$ cat src/rtl/core/gbdt_pkg.sv
`default_nettype none
package gbdt_pkg;

	localparam int MaxVertices = 32;
	localparam int MaxEdges    = 256;
	localparam int VtxW        = $clog2(MaxVertices);
	localparam int EdgeW       = $clog2(MaxEdges);
	localparam int LinkW       = EdgeW + 1;
	localparam int CntW        = $clog2(MaxVertices + 1);
	localparam int NumW        = 6;

	localparam logic [LinkW-1:0] NullLink = LinkW'(MaxEdges);

	typedef enum logic [1:0] {
		ACT_ADD  = 2'd0,
		ACT_DFS  = 2'd1,
		ACT_BFS  = 2'd2,
		ACT_NONE = 2'd3
	} action_t;

	typedef enum logic [1:0] {
		ST_VISIT = 2'd0,
		ST_FULL  = 2'd1,
		ST_RANGE = 2'd2
	} status_t;

	typedef enum logic [3:0] {
		S_IDLE,
		S_ADD,
		S_ERR,
		S_START,
		S_POP,
		S_POPRD,
		S_HEADRD,
		S_HEAD,
		S_EDGE
	} state_t;

	typedef struct packed {
		logic [1:0]      action;
		logic [VtxW-1:0] first_vertex;
		logic [VtxW-1:0] second_vertex;
	} req_t;

	typedef struct packed {
		logic [VtxW-1:0] vertex;
		logic [1:0]      status;
		logic            last;
	} res_t;

	// work list control from sequencer to work list unit
	typedef struct packed {
		logic            clear;
		logic            push;
		logic [VtxW-1:0] push_vtx;
		logic            pop;
		logic            lifo;
	} wl_ctrl_t;

	typedef struct packed {
		logic            empty;
		logic            full;
		logic [VtxW-1:0] rd_vtx;
	} wl_stat_t;

endpackage
`default_nettype wire

$ cat src/rtl/core/gbdt_if.sv
`default_nettype none
interface gbdt_req_if;
	import gbdt_pkg::*;
	logic valid;
	logic ready;
	req_t data;
	modport source (output valid, output data, input ready);
	modport sink (input valid, input data, output ready);
endinterface

interface gbdt_res_if;
	import gbdt_pkg::*;
	logic valid;
	logic ready;
	res_t data;
	modport source (output valid, output data, input ready);
	modport sink (input valid, input data, output ready);
endinterface

interface gbdt_cfg_if;
	import gbdt_pkg::*;
	logic            valid;
	logic            ready;
	logic [NumW-1:0] data;
	modport source (output valid, output data, input ready);
	modport sink (input valid, input data, output ready);
endinterface
`default_nettype wire

$ cat src/rtl/core/graph_bfs_dfs_traversal.sv
`default_nettype none
// Channel | dir | payload
// req     | in  | action, first_vertex, second_vertex
// res     | out | vertex, status, last
// cfg     | in  | num_vertices (6 bits, reset 32)
// Add edge or error: checked in idle, then done. Traversal pushes the start,
// then pops each vertex and walks its edges, one edge memory read each.
// A visit goes out after its list is walked, so its last flag is known.
// arst_n clears lists, edge count and control. A stalled result holds the
// sequencer; a request is taken only in idle.
module graph_bfs_dfs_traversal (
	input wire logic clk,
	input wire logic arst_n,
	gbdt_req_if.sink   req,
	gbdt_res_if.source res,
	gbdt_cfg_if.sink   cfg
);
	import gbdt_pkg::*;

	state_t state_q, state_d;
	logic [NumW-1:0] num_q;
	logic [NumW-1:0] n_act;
	logic [VtxW-1:0] a_q, b_q, cur_q;
	logic            dfs_q;
	status_t         err_q;
	logic            have_q;
	logic [MaxVertices-1:0] vis_q;
	logic [LinkW-1:0] e_q;
	logic [EdgeW:0]   steps_q;
	logic             out_v_q;
	res_t             out_q;
	wl_ctrl_t         wl;
	wl_stat_t         ws;
	logic add, head_rd, edge_rd, full;
	logic [LinkW-1:0] head_q, link_q;
	logic [VtxW-1:0]  tgt_q;
	logic accept;
	logic a_ok, b_ok;
	logic edge_ok;
	logic ld_err, ld_visit;

	assign n_act = (num_q > NumW'(MaxVertices)) ? NumW'(MaxVertices) : num_q;

	// config register
	assign cfg.ready = 1'b1;
	always_ff @(posedge clk or negedge arst_n) begin
		if (!arst_n) num_q <= NumW'(MaxVertices);
		else if (cfg.valid) num_q <= cfg.data;
	end

	assign req.ready = (state_q == S_IDLE);
	assign accept    = req.valid && req.ready;
	assign a_ok      = ({1'b0, req.data.first_vertex} < n_act);
	assign b_ok      = ({1'b0, req.data.second_vertex} < n_act);

	gbdt_worklist u_wl (.clk, .arst_n, .ctrl(wl), .stat(ws));
	gbdt_edges u_edges (
		.clk, .arst_n, .add, .add_src(a_q), .add_dst(b_q),
		.head_rd, .head_vtx(ws.rd_vtx), .edge_rd, .edge_addr(e_q[EdgeW-1:0]),
		.full, .head_q, .tgt_q, .link_q
	);

	assign edge_ok = ({1'b0, tgt_q} < n_act) && !vis_q[tgt_q] && !ws.full;

	// sequencer
	always_comb begin
		state_d  = state_q;
		wl       = '0;
		wl.lifo  = dfs_q;
		add      = 1'b0;
		head_rd  = 1'b0;
		edge_rd  = 1'b0;
		ld_err   = 1'b0;
		ld_visit = 1'b0;
		case (state_q)
			S_IDLE: begin
				if (accept) begin
					case (req.data.action)
						ACT_ADD: state_d = (a_ok && b_ok && !full) ? S_ADD : S_ERR;
						ACT_DFS, ACT_BFS: begin
							if (a_ok) begin
								wl.clear = 1'b1;
								state_d  = S_START;
							end else state_d = S_ERR;
						end
						default: state_d = S_IDLE;
					endcase
				end
			end
			S_ADD: begin
				add     = 1'b1;
				state_d = S_IDLE;
			end
			S_ERR: begin
				if (!out_v_q) begin
					ld_err  = 1'b1;
					state_d = S_IDLE;
				end
			end
			S_START: begin
				wl.push     = 1'b1;
				wl.push_vtx = a_q;
				state_d     = S_POP;
			end
			S_POP: begin
				// held visit goes out here; empty list makes it the last
				if (!have_q || !out_v_q) begin
					ld_visit = have_q;
					if (ws.empty) state_d = S_IDLE;
					else begin
						wl.pop  = 1'b1;
						state_d = S_POPRD;
					end
				end
			end
			S_POPRD: begin
				head_rd = 1'b1;
				state_d = S_HEADRD;
			end
			S_HEADRD: state_d = S_HEAD;
			S_HEAD: begin
				if (e_q[EdgeW] || steps_q[EdgeW]) state_d = S_POP;
				else begin
					edge_rd = 1'b1;
					state_d = S_EDGE;
				end
			end
			S_EDGE: begin
				if (edge_ok) begin
					wl.push     = 1'b1;
					wl.push_vtx = tgt_q;
				end
				state_d = S_HEAD;
			end
			default: state_d = S_IDLE;
		endcase
	end

	always_ff @(posedge clk or negedge arst_n) begin
		if (!arst_n) state_q <= S_IDLE;
		else state_q <= state_d;
	end

	// request capture, edge pointer, visited map
	always_ff @(posedge clk) begin
		if (accept) begin
			a_q   <= req.data.first_vertex;
			b_q   <= req.data.second_vertex;
			dfs_q <= (req.data.action == ACT_DFS);
			err_q <= (a_ok && b_ok) ? ST_FULL : ST_RANGE;
		end
		if (wl.clear) vis_q <= '0;
		else if (wl.push) vis_q[wl.push_vtx] <= 1'b1;
		if (state_q == S_POPRD) cur_q <= ws.rd_vtx;
		if (state_q == S_HEADRD) begin
			e_q     <= head_q;
			steps_q <= '0;
		end else if (state_q == S_EDGE) begin
			e_q     <= link_q;
			steps_q <= steps_q + (EdgeW+1)'(1);
		end
	end

	// a popped vertex is held until its list is walked
	always_ff @(posedge clk or negedge arst_n) begin
		if (!arst_n) have_q <= 1'b0;
		else if (state_q == S_POPRD) have_q <= 1'b1;
		else if (ld_visit) have_q <= 1'b0;
	end

	// result register
	always_ff @(posedge clk or negedge arst_n) begin
		if (!arst_n) out_v_q <= 1'b0;
		else if (ld_err || ld_visit) out_v_q <= 1'b1;
		else if (res.valid && res.ready) out_v_q <= 1'b0;
	end

	always_ff @(posedge clk) begin
		if (ld_err) out_q <= '{vertex: '0, status: err_q, last: 1'b1};
		else if (ld_visit) out_q <= '{vertex: cur_q, status: ST_VISIT, last: ws.empty};
	end

	assign res.valid = out_v_q;
	assign res.data  = out_q;

`ifndef SYNTHESIS
	assert property (@(posedge clk) disable iff (!arst_n)
		res.valid && !res.ready |=> res.valid && $stable(res.data))
		else $error("result dropped");
	assert property (@(posedge clk) disable iff (!arst_n)
		add |-> !full) else $error("append into full store");
	assert property (@(posedge clk) disable iff (!arst_n)
		wl.push |-> !ws.full) else $error("work list overflow");
`endif
endmodule
`default_nettype wire

$ cat src/rtl/core/gbdt_worklist.sv
`default_nettype none
// Queue/stack of vertices; pop data is registered, valid in the cycle after the pop request.
module gbdt_worklist (
	input  wire logic               clk,
	input  wire logic               arst_n,
	input  wire gbdt_pkg::wl_ctrl_t ctrl,
	output gbdt_pkg::wl_stat_t      stat
);
	import gbdt_pkg::*;

	logic [VtxW-1:0] store [MaxVertices];
	logic [CntW-1:0] front_q, back_q;
	logic [VtxW-1:0] rd_q;
	logic [CntW-1:0] back_m1;

	assign back_m1 = back_q - CntW'(1);

	always_ff @(posedge clk or negedge arst_n) begin
		if (!arst_n) begin
			front_q <= '0;
			back_q  <= '0;
		end else if (ctrl.clear) begin
			front_q <= '0;
			back_q  <= '0;
		end else if (ctrl.push) begin
			back_q <= back_q + CntW'(1);
		end else if (ctrl.pop) begin
			if (ctrl.lifo) back_q <= back_m1;
			else front_q <= front_q + CntW'(1);
		end
	end

	// storage
	always_ff @(posedge clk) begin
		if (ctrl.push && !ctrl.clear) store[back_q[VtxW-1:0]] <= ctrl.push_vtx;
		if (ctrl.pop) rd_q <= ctrl.lifo ? store[back_m1[VtxW-1:0]]
			: store[front_q[VtxW-1:0]];
	end

	assign stat.empty  = (back_q == front_q);
	assign stat.full   = (back_q == CntW'(MaxVertices));
	assign stat.rd_vtx = rd_q;
endmodule
`default_nettype wire

$ cat src/rtl/core/gbdt_edges.sv
`default_nettype none
// Adjacency store: list heads with valid bits, tails, edge target/link memory.
// An append writes the new entry first and links an old tail in the cycle after.
module gbdt_edges (
	input  wire logic                      clk,
	input  wire logic                      arst_n,
	input  wire logic                      add,
	input  wire logic [gbdt_pkg::VtxW-1:0] add_src,
	input  wire logic [gbdt_pkg::VtxW-1:0] add_dst,
	input  wire logic                      head_rd,
	input  wire logic [gbdt_pkg::VtxW-1:0] head_vtx,
	input  wire logic                      edge_rd,
	input  wire logic [gbdt_pkg::EdgeW-1:0] edge_addr,
	output logic                           full,
	output logic [gbdt_pkg::LinkW-1:0]     head_q,
	output logic [gbdt_pkg::VtxW-1:0]      tgt_q,
	output logic [gbdt_pkg::LinkW-1:0]     link_q
);
	import gbdt_pkg::*;

	localparam int EcW = $clog2(MaxEdges + 1);

	logic [MaxVertices-1:0] hvalid_q;
	logic [EdgeW-1:0]       head_mem [MaxVertices];
	logic [EdgeW-1:0]       tail_mem [MaxVertices];
	logic [VtxW-1:0]        tgt_mem  [MaxEdges];
	logic [LinkW-1:0]       link_mem [MaxEdges];
	logic [EcW-1:0]         count_q;
	logic [EdgeW-1:0]       new_e;
	logic                   lnk_pend_q;
	logic [EdgeW-1:0]       lnk_addr_q;
	logic [EdgeW-1:0]       lnk_val_q;

	assign full  = (count_q == EcW'(MaxEdges));
	assign new_e = count_q[EdgeW-1:0];

	always_ff @(posedge clk or negedge arst_n) begin
		if (!arst_n) begin
			hvalid_q   <= '0;
			count_q    <= '0;
			lnk_pend_q <= 1'b0;
		end else begin
			lnk_pend_q <= add && hvalid_q[add_src];
			if (add) begin
				hvalid_q[add_src] <= 1'b1;
				count_q <= count_q + EcW'(1);
			end
		end
	end

	// append: new edge now, link from old tail next cycle
	always_ff @(posedge clk) begin
		if (add) begin
			tgt_mem[new_e]    <= add_dst;
			tail_mem[add_src] <= new_e;
			lnk_addr_q        <= tail_mem[add_src];
			lnk_val_q         <= new_e;
			if (!hvalid_q[add_src]) head_mem[add_src] <= new_e;
		end
		if (add) link_mem[new_e] <= NullLink;
		else if (lnk_pend_q) link_mem[lnk_addr_q] <= LinkW'(lnk_val_q);
	end

	// reads
	always_ff @(posedge clk) begin
		if (head_rd) head_q <= hvalid_q[head_vtx] ? LinkW'(head_mem[head_vtx]) : NullLink;
		if (edge_rd) begin
			tgt_q  <= tgt_mem[edge_addr];
			link_q <= link_mem[edge_addr];
		end
	end
endmodule
`default_nettype wire

$ cat src/flat_wrapper.sv
// flat-port wrapper written by rule: the top's interface ports become plain ports
module graph_bfs_dfs_traversal_flat import gbdt_pkg::*;
  (clk, arst_n, req_valid, req_data, req_ready, res_valid, res_data, res_ready, cfg_valid, cfg_data, cfg_ready);
  gbdt_req_if req_i ();
  gbdt_res_if res_i ();
  gbdt_cfg_if cfg_i ();
  input wire logic clk;
  input wire logic arst_n;
  input wire logic [$bits(req_i.valid)-1:0] req_valid;
  input wire logic [$bits(req_i.data)-1:0] req_data;
  output wire logic [$bits(req_i.ready)-1:0] req_ready;
  output wire logic [$bits(res_i.valid)-1:0] res_valid;
  output wire logic [$bits(res_i.data)-1:0] res_data;
  input wire logic [$bits(res_i.ready)-1:0] res_ready;
  input wire logic [$bits(cfg_i.valid)-1:0] cfg_valid;
  input wire logic [$bits(cfg_i.data)-1:0] cfg_data;
  output wire logic [$bits(cfg_i.ready)-1:0] cfg_ready;
  assign req_i.valid = req_valid;
  assign req_i.data = req_data;
  assign req_ready = req_i.ready;
  assign res_valid = res_i.valid;
  assign res_data = res_i.data;
  assign res_i.ready = res_ready;
  assign cfg_i.valid = cfg_valid;
  assign cfg_i.data = cfg_data;
  assign cfg_ready = cfg_i.ready;
  graph_bfs_dfs_traversal u_core (.clk(clk), .arst_n(arst_n), .req(req_i), .res(res_i), .cfg(cfg_i));
endmodule
$ cat config.mk
export PLATFORM = sky130hd
export DESIGN_NAME = graph_bfs_dfs_traversal_flat
export DESIGN_NICKNAME = d
export VERILOG_FILES = /design/src/rtl/core/gbdt_pkg.sv /design/src/rtl/core/gbdt_if.sv /design/src/rtl/core/graph_bfs_dfs_traversal.sv /design/src/rtl/core/gbdt_worklist.sv /design/src/rtl/core/gbdt_edges.sv /design/src/flat_wrapper.sv
export SDC_FILE = /design/constraint.sdc
export NUM_CORES = 2
export LEC_CHECK = 0
export BUFFER_PORTS_ARGS = -buffer_cell sky130_fd_sc_hd__buf_2
export CORE_MARGIN = 3
export CORE_UTILIZATION = 59
export CTS_BUF_LIST = sky130_fd_sc_hd__clkbuf_2 sky130_fd_sc_hd__clkbuf_4 sky130_fd_sc_hd__clkbuf_8
export CTS_CLUSTER_DIAMETER = 30
export DETAILED_ROUTE_END_ITERATION = 16
export PLACE_DENSITY_LB_ADDON = 0.05
export SYNTH_ARGS = -nofsm -noshare
export SYNTH_HDL_FRONTEND = slang
export SYNTH_HIERARCHICAL = 1
export SYNTH_MEMORY_MAX_BITS = 65536
export SYNTH_SLANG_ARGS = --single-unit
$ cat constraint.sdc
create_clock -name clk -period 8.22 [get_ports clk]
set_clock_uncertainty 0.1 [all_clocks]
set_input_delay 1.644 -clock clk [delete_from_list [all_inputs] [get_ports clk]]
set_output_delay 1.644 -clock clk [all_outputs]
set_load 0.01 [all_outputs]
* Yosys cells after proc, flatten, opt, wreduce, memory -nomap -nowiden
Memories as Yosys holds them, arrays and structs flattened. A register that Yosys moved wholly into a read port is not among the register bits.
Index checks and enable logic that the tools add are counted.
W data, S select, Z words.
** Storage, ports and cells
- Flip-flop bits (word level) :: 164
- Bits in writable memories :: 4256
- Output and inout bits :: 11
- Logic and storage cells :: 168
- Memories kept :: 5
** Memory list
- u_core.u_edges.link_mem :: depth 256, bits a word 9, rd ports 1, clocked after Yosys merged registers in 1, write ports 1, RTL line gbdt_edges.sv:27 : logic [LinkW-1:0] link_mem [MaxEdges];
- u_core.u_edges.tgt_mem :: depth 256, bits a word 5, rd ports 1, clocked after Yosys merged registers in 1, write ports 1, RTL line gbdt_edges.sv:26 : logic [VtxW-1:0] tgt_mem [MaxEdges];
- u_core.u_edges.head_mem :: depth 32, bits a word 8, rd ports 1, clocked after Yosys merged registers in 1, write ports 1, RTL line gbdt_edges.sv:24 : logic [EdgeW-1:0] head_mem [MaxVertices];
- u_core.u_edges.tail_mem :: depth 32, bits a word 8, rd ports 1, clocked after Yosys merged registers in 1, write ports 1, RTL line gbdt_edges.sv:25 : logic [EdgeW-1:0] tail_mem [MaxVertices];
- u_core.u_wl.store :: depth 32, bits a word 5, rd ports 2, clocked after Yosys merged registers in 0, write ports 1, RTL line gbdt_worklist.sv:11 : logic [VtxW-1:0] store [MaxVertices];
** Operators by class
- $add $sub $neg :: 5
- Order comparisons :: 10
- Eq/ne operators :: 18
- Muxes and demuxes :: 70
- Bitwise operators :: 2
- Reductions and logical operators :: 34
** Operators by type and width (count)
- $or A32 B32 Y32 :: 2
- $mux W6 :: 10
- $mux W1 :: 36
- $mux W9 :: 4
- $pmux W4 S7 :: 1
- $lt A5 B6 Y1 const B :: 4
- $add A9 B1 Y9 const B :: 2
- $lt A5 B6 Y1 :: 3
- $eq A4 B3 Y1 const B :: 4
- $mux W4 :: 4
- $bmux W1 S5 :: 3
- $add A6 B1 Y6 const B :: 2
- $pmux W6 S2 :: 1
- $demux W1 S5 :: 2
- $ge A5 B1 Y1 const B :: 2
- $logic_and A1 B1 Y1 :: 10
- $mux W5 :: 2
- $reduce_bool A2 Y1 :: 5
- $eq A9 B9 Y1 const B :: 1
- $mux W3 :: 3
- $reduce_or A9 Y1 :: 1
- $eq A4 B2 Y1 const B :: 2
- $mux W8 :: 1
- $pmux W4 S2 :: 1
- 19 further kinds :: 33

* Depth between registers and ports, before layout
- Depth after elaboration :: 12
- Gate-level depth with buffers :: 16
- Depth with buffers taken out :: 13

* Hierarchy
The synthesis kept the hierarchy.
** By module, submodules not included
- gbdt_edges :: instances 1, cells an instance 7626, area each 161972.8 µm², seq. area each 125220.1 µm²
- gbdt_worklist :: instances 1, cells an instance 509, area each 8635.8 µm², seq. area each 5255.0 µm²
- graph_bfs_dfs_traversal :: instances 1, cells an instance 393, area each 4320.4 µm², seq. area each 2113.3 µm²

* Least setup slack after synthesis
Ideal clock, no wire load.
- Path kind :: register to register
- Start point :: register u_core.state_q[1]
- End point :: memory u_core/u_edges/link_mem[10][0] (netlist bit) (enable)
- Data arrival time :: 7.860 ns
- Required time :: 7.746 ns
- Path slack :: -0.114 ns
- Cell stages (with the launch flop) :: 12
- Period minus slack after synthesis :: 8.334 ns
- Cell sequence :: dfrtp_1 > clkbuf_1 > nand2b_1 > nor3_1 > nor2b_1 > inv_1 > clkbuf_1 > nand2_1 > o31ai_1 > nand2_1 > clkbuf_1 > nor2_1
** On the way
- Word-level cells in the longest chain between the ends :: 6
- Elaborated cells on any way between the ends :: 9
- Those cells by class :: eq/ne (1); mux (7); reduce/logical (1)
** RTL lines
- start: declaration :: RTL line graph_bfs_dfs_traversal.sv:20 : state_t state_q, state_d;
- start signal: assignment :: RTL line graph_bfs_dfs_traversal.sv:141 : else state_q <= state_d;
- $eq A4 B1 Y1 (*) :: RTL line graph_bfs_dfs_traversal.sv:75 : case (state_q)
- $mux W1 (*) :: RTL line graph_bfs_dfs_traversal.sv:75
- net u_core.add :: RTL line graph_bfs_dfs_traversal.sv:34 : logic add, head_rd, edge_rd, full;
- $mux W1 :: RTL line gbdt_edges.sv:60 : if (add) link_mem[new_e] <= NullLink;
- $mux W1 (not written as such) :: RTL line gbdt_edges.sv:61 : else if (lnk_pend_q) link_mem[lnk_addr_q] <= LinkW'(lnk_val_q);
- $reduce_or A9 Y1 (no line)
- $mux W8 (no line) / $mux W1 (equally long branches)
- end: declaration :: RTL line gbdt_edges.sv:27
Mark *: on every way through the listed nets, which the timed path passes. The rest lies on a longest branch.

* Worst setup path in the final report
- Start point :: register u_core.state_q[1]
- End point :: memory u_core/u_edges/link_mem[144][7] (netlist bit) (enable)
Same word-level chain as after synthesis.

==> results.ini <==
[cts]
clk_latency_ns=1.23
cts_sinks=4442
htree_levels=6
ctsHoldBuffers=0
cts_setup_buffers=0
post_cts_resize_count=0
cts_buffers=801
clockBufferDepth=4
root_buffer=clkbuf_8
cts_tree=done
cts.reportedPaths.clkPinSlew_ns=0.07

[worst_setup_path]
crit_type=reg -> reg
end_kind=register
critPathLaunchType=register
cp_common_cell=buf_4
crit_fanout=96
crit_slowest_cell=nor2_1
required_ns=8.93
crit_chain=nand2b_1 > nor3_2 > nor2b_2 > buf_4 > inv_8 > nand3_1 > o31ai_1 > nand2_1 > buf_4 > nor2_1
cp_data_arrival_time_ns=5.70
critical-path-max-stage-delay_ns=0.74

[place]
place_hpwl_mm=262.3
gp_congestion=0.8839
dp.cells=12140
io_buffers=32

[yosys]
synth_top_area_share_pct=74.31
synthCells=8528
netlist_area_mm2=0.1749
syn_nets=8576
synthTopCellsByArea=edfxtp_1, mux4_2, mux2i_1
synth_enable_flop_cells=4329
yosysUniqueCellTypes=92
syn_area_per_cell_um2=20.51
async_flop_share_pct=1.486
ys_ff_latch=4442
synth_most_common_cell=edfxtp_1
yosys_warnings=6
ys.flop_type=edfxtp_1
yosysSeqAreaShare_pct=75.80
ys_top_cells_by_count=edfxtp_1, mux4_2, nor2_1, mux2i_1, clkbuf_1
synth_area_leader_cell=edfxtp_1

[detailed_routing]
antenna_left=0
vias_per_cell=6.561
first_iter_violations=10610
routedWlPerCell_um=32.38
vias=89350
wirelength_mm=441.0
drt_pass1_iterations=7
drc=0

[power_and_ir_drop]
power_frac_comb_pct=9.1
power-per-cell-area_mw_per_mm2=272.4
p_int_uw=40640
seqPwrFrac_pct=48.7
p_sw_share_pct=24.22
pwr-share-clk_pct=42.3
switchingPower_uw=12990
leakage_uw=0.06757
vdd_ir_drop_max_mv=0.2162

[outcome]
status=finished, final reports clean

[timing]
setup_viol=0
hold_viol=0
min_period_ns=4.996
tns_ns=0
clock.fmax_mhz=200.2
rsz0062_at_grt=no
finalMaxSlewViolations=0
period_share_pct=60.78
worst_pin_slew_ns=1.409
maxSlewHeadroom_pct=5.043

[final_layout]
n_fill_cell=19090
stdcell_count=13620
final_util_pct=66.85
area_growth_pct=12.56
drive_gt1_share_pct=28.03
nNetsFinal=9067

[floorplanning]
die_h_um=550.5
core-area_mm2=0.2946
row_count=199
die-area_mm2=0.3031
die_x_um=550.5
start_util_pct=59.39
ios=34

[global_routing]
grt_first_pass_wirelength_mm=637.3
grt.total_usage_pct=29.24
grt_max_degree=256
grt.overflow.total=0
antenna_found_initial=14
grt_pass1_vias=90650

[run]
cap_violations=0

[min_path]
holdCritPathClass=in -> async

## layout make-up
cell class	instances	area (um2)	share of cell area (%)
inverters	32	132.6	0.06736
diodes	16	40.04	0.02033
multi-input cells	3522	39460	20.04
well taps	3919	4903	2.490
repair buffers	220	1912	0.9710
clock inverters	502	5522	2.804
flip-flops and latches	4442	132600	67.34
clock buffers	965	12330	6.262
## cell usage in the layout (no fill, tap or decap), types with 17 or more instances in the layout
cell type,count
edfxtp_1,4329
a31oi_1,20
xnor2_1,19
a22oi_1,207
nand3_1,46
mux2_2,29
o21ai_0,68
nand2_1,140
dfrtp_1,55
nand3b_1,17
o22ai_1,125
buf_4,162
a22o_1,32
buf_2,31
clkbuf_4,152
a21oi_1,134
clkinv_4,22
clkinv_2,126
nor2_1,652
inv_1,25
bufinv_16,101
buf_12,27
or2_2,45
clkbuf_8,813
ha_1,25
o211ai_1,21
a221oi_1,39
nor3_1,95
clkinvlp_4,48
o221ai_1,69
dfxtp_1,47
mux4_2,1023
inv_6,22
a211o_1,31
mux2i_1,335
o21a_1,24
or3_1,18
clkinv_1,151
## cells by family after synthesis
kind of cell | synth area share [%]
multiplexers | 15.45
adder cells (fa/ha/maj) | 0.1788
flip-flops | 75.80
XOR/XNOR | 0.1702
AO/OA/AOI/OAI | 3.619
buffers and inverters | 1.760
other | 0.002144
AND/OR/NAND/NOR | 3.021
## through the flow
step / worst slack, ns / instance area [um2] / power [uW] / hold slack (ns)
after CTS: 3.197 / 196900 / 54010 / 0.1158
after global placement: 2.608 / 179000 / 31290 / 0.3419
after detailed placement: 2.542 / 179000 / 31420 / 0.3527
final: 3.224 / 196900 / 53630 / 0.2289
after global routing: 2.994 / 196900 / 55410 / 0.1648
after floorplan: 2.082 / 174900 / 29640 / 0.3206
## sequential cells by signal, indices dropped and copies added (netlist names), 32 cells and up
name / flops
u_core/u_edges/head_mem: 256
u_core/u_edges/hvalid_q: 32
u_core/u_edges/link_mem: 2304
u_core/u_edges/tail_mem: 256
u_core/u_edges/tgt_mem: 1280
u_core/u_wl/store: 160
u_core/vis_q: 32
## critical path: cells and delay by family (launching register included)
| kind | cells | cell delay [ns] |
|---|---|---|
| simple gates | 6 | 2.51 |
| buf+inv | 3 | 1.24 |
| flops | 1 | 0.50 |
| compound gates | 1 | 0.19 |
## per-layer routing
metal / GRT usage (%) / up-vias / share of wire, % / wire, um
li1: - / 36750 / - / -
met1: 41.23 / 47320 / 39 / 173100
met2: 45.88 / 4492 / 48 / 213000
met3: 6.278 / 790 / 8.8 / 38990
met4: 10.66 / 2 / 3.6 / 15880
met5: 0 / - / 0.0029 / 13
## power by group through the flow
stage / combinational [uW] / sequential [uW] / clock, uW
after detailed placement: 4870 / 26600 / 0
after global routing: 5140 / 26100 / 24200
after CTS: 4880 / 26100 / 23000
after floorplan: 2760 / 26900 / 0
final: 4860 / 26100 / 22700
after global placement: 4770 / 26500 / 0
## final timing paths
| check | cells after the start | slack, ns | from | endpoint |
|---|---|---|---|---|
| setup / recovery | 10 | 3.22 | u_core/state_q[1]$_DFFE_PN0P_ | u_core/u_edges/link_mem[144][7]$_DFFE_PP_ |
| hold / removal | 1 | 0.23 | arst_n | u_core/u_edges/hvalid_q[11]$_DFFE_PN0P_ |
| setup reg to reg | 10 | 3.22 | u_core/state_q[1]$_DFFE_PN0P_ | u_core/u_edges/link_mem[144][7]$_DFFE_PP_ |
| hold reg to reg | 1 | 0.36 | u_core/vis_q[0]$_SDFFE_PP0P_ | u_core/vis_q[0]$_SDFFE_PP0P_ |
| max in group asynchronous | 2 | 6.62 | arst_n | u_core/u_edges/count_q[4]$_DFFE_PN0P_ |
| min in group clk | 1 | 0.36 | u_core/vis_q[0]$_SDFFE_PP0P_ | u_core/vis_q[0]$_SDFFE_PP0P_ |
(Power assumes the default switching activity.)
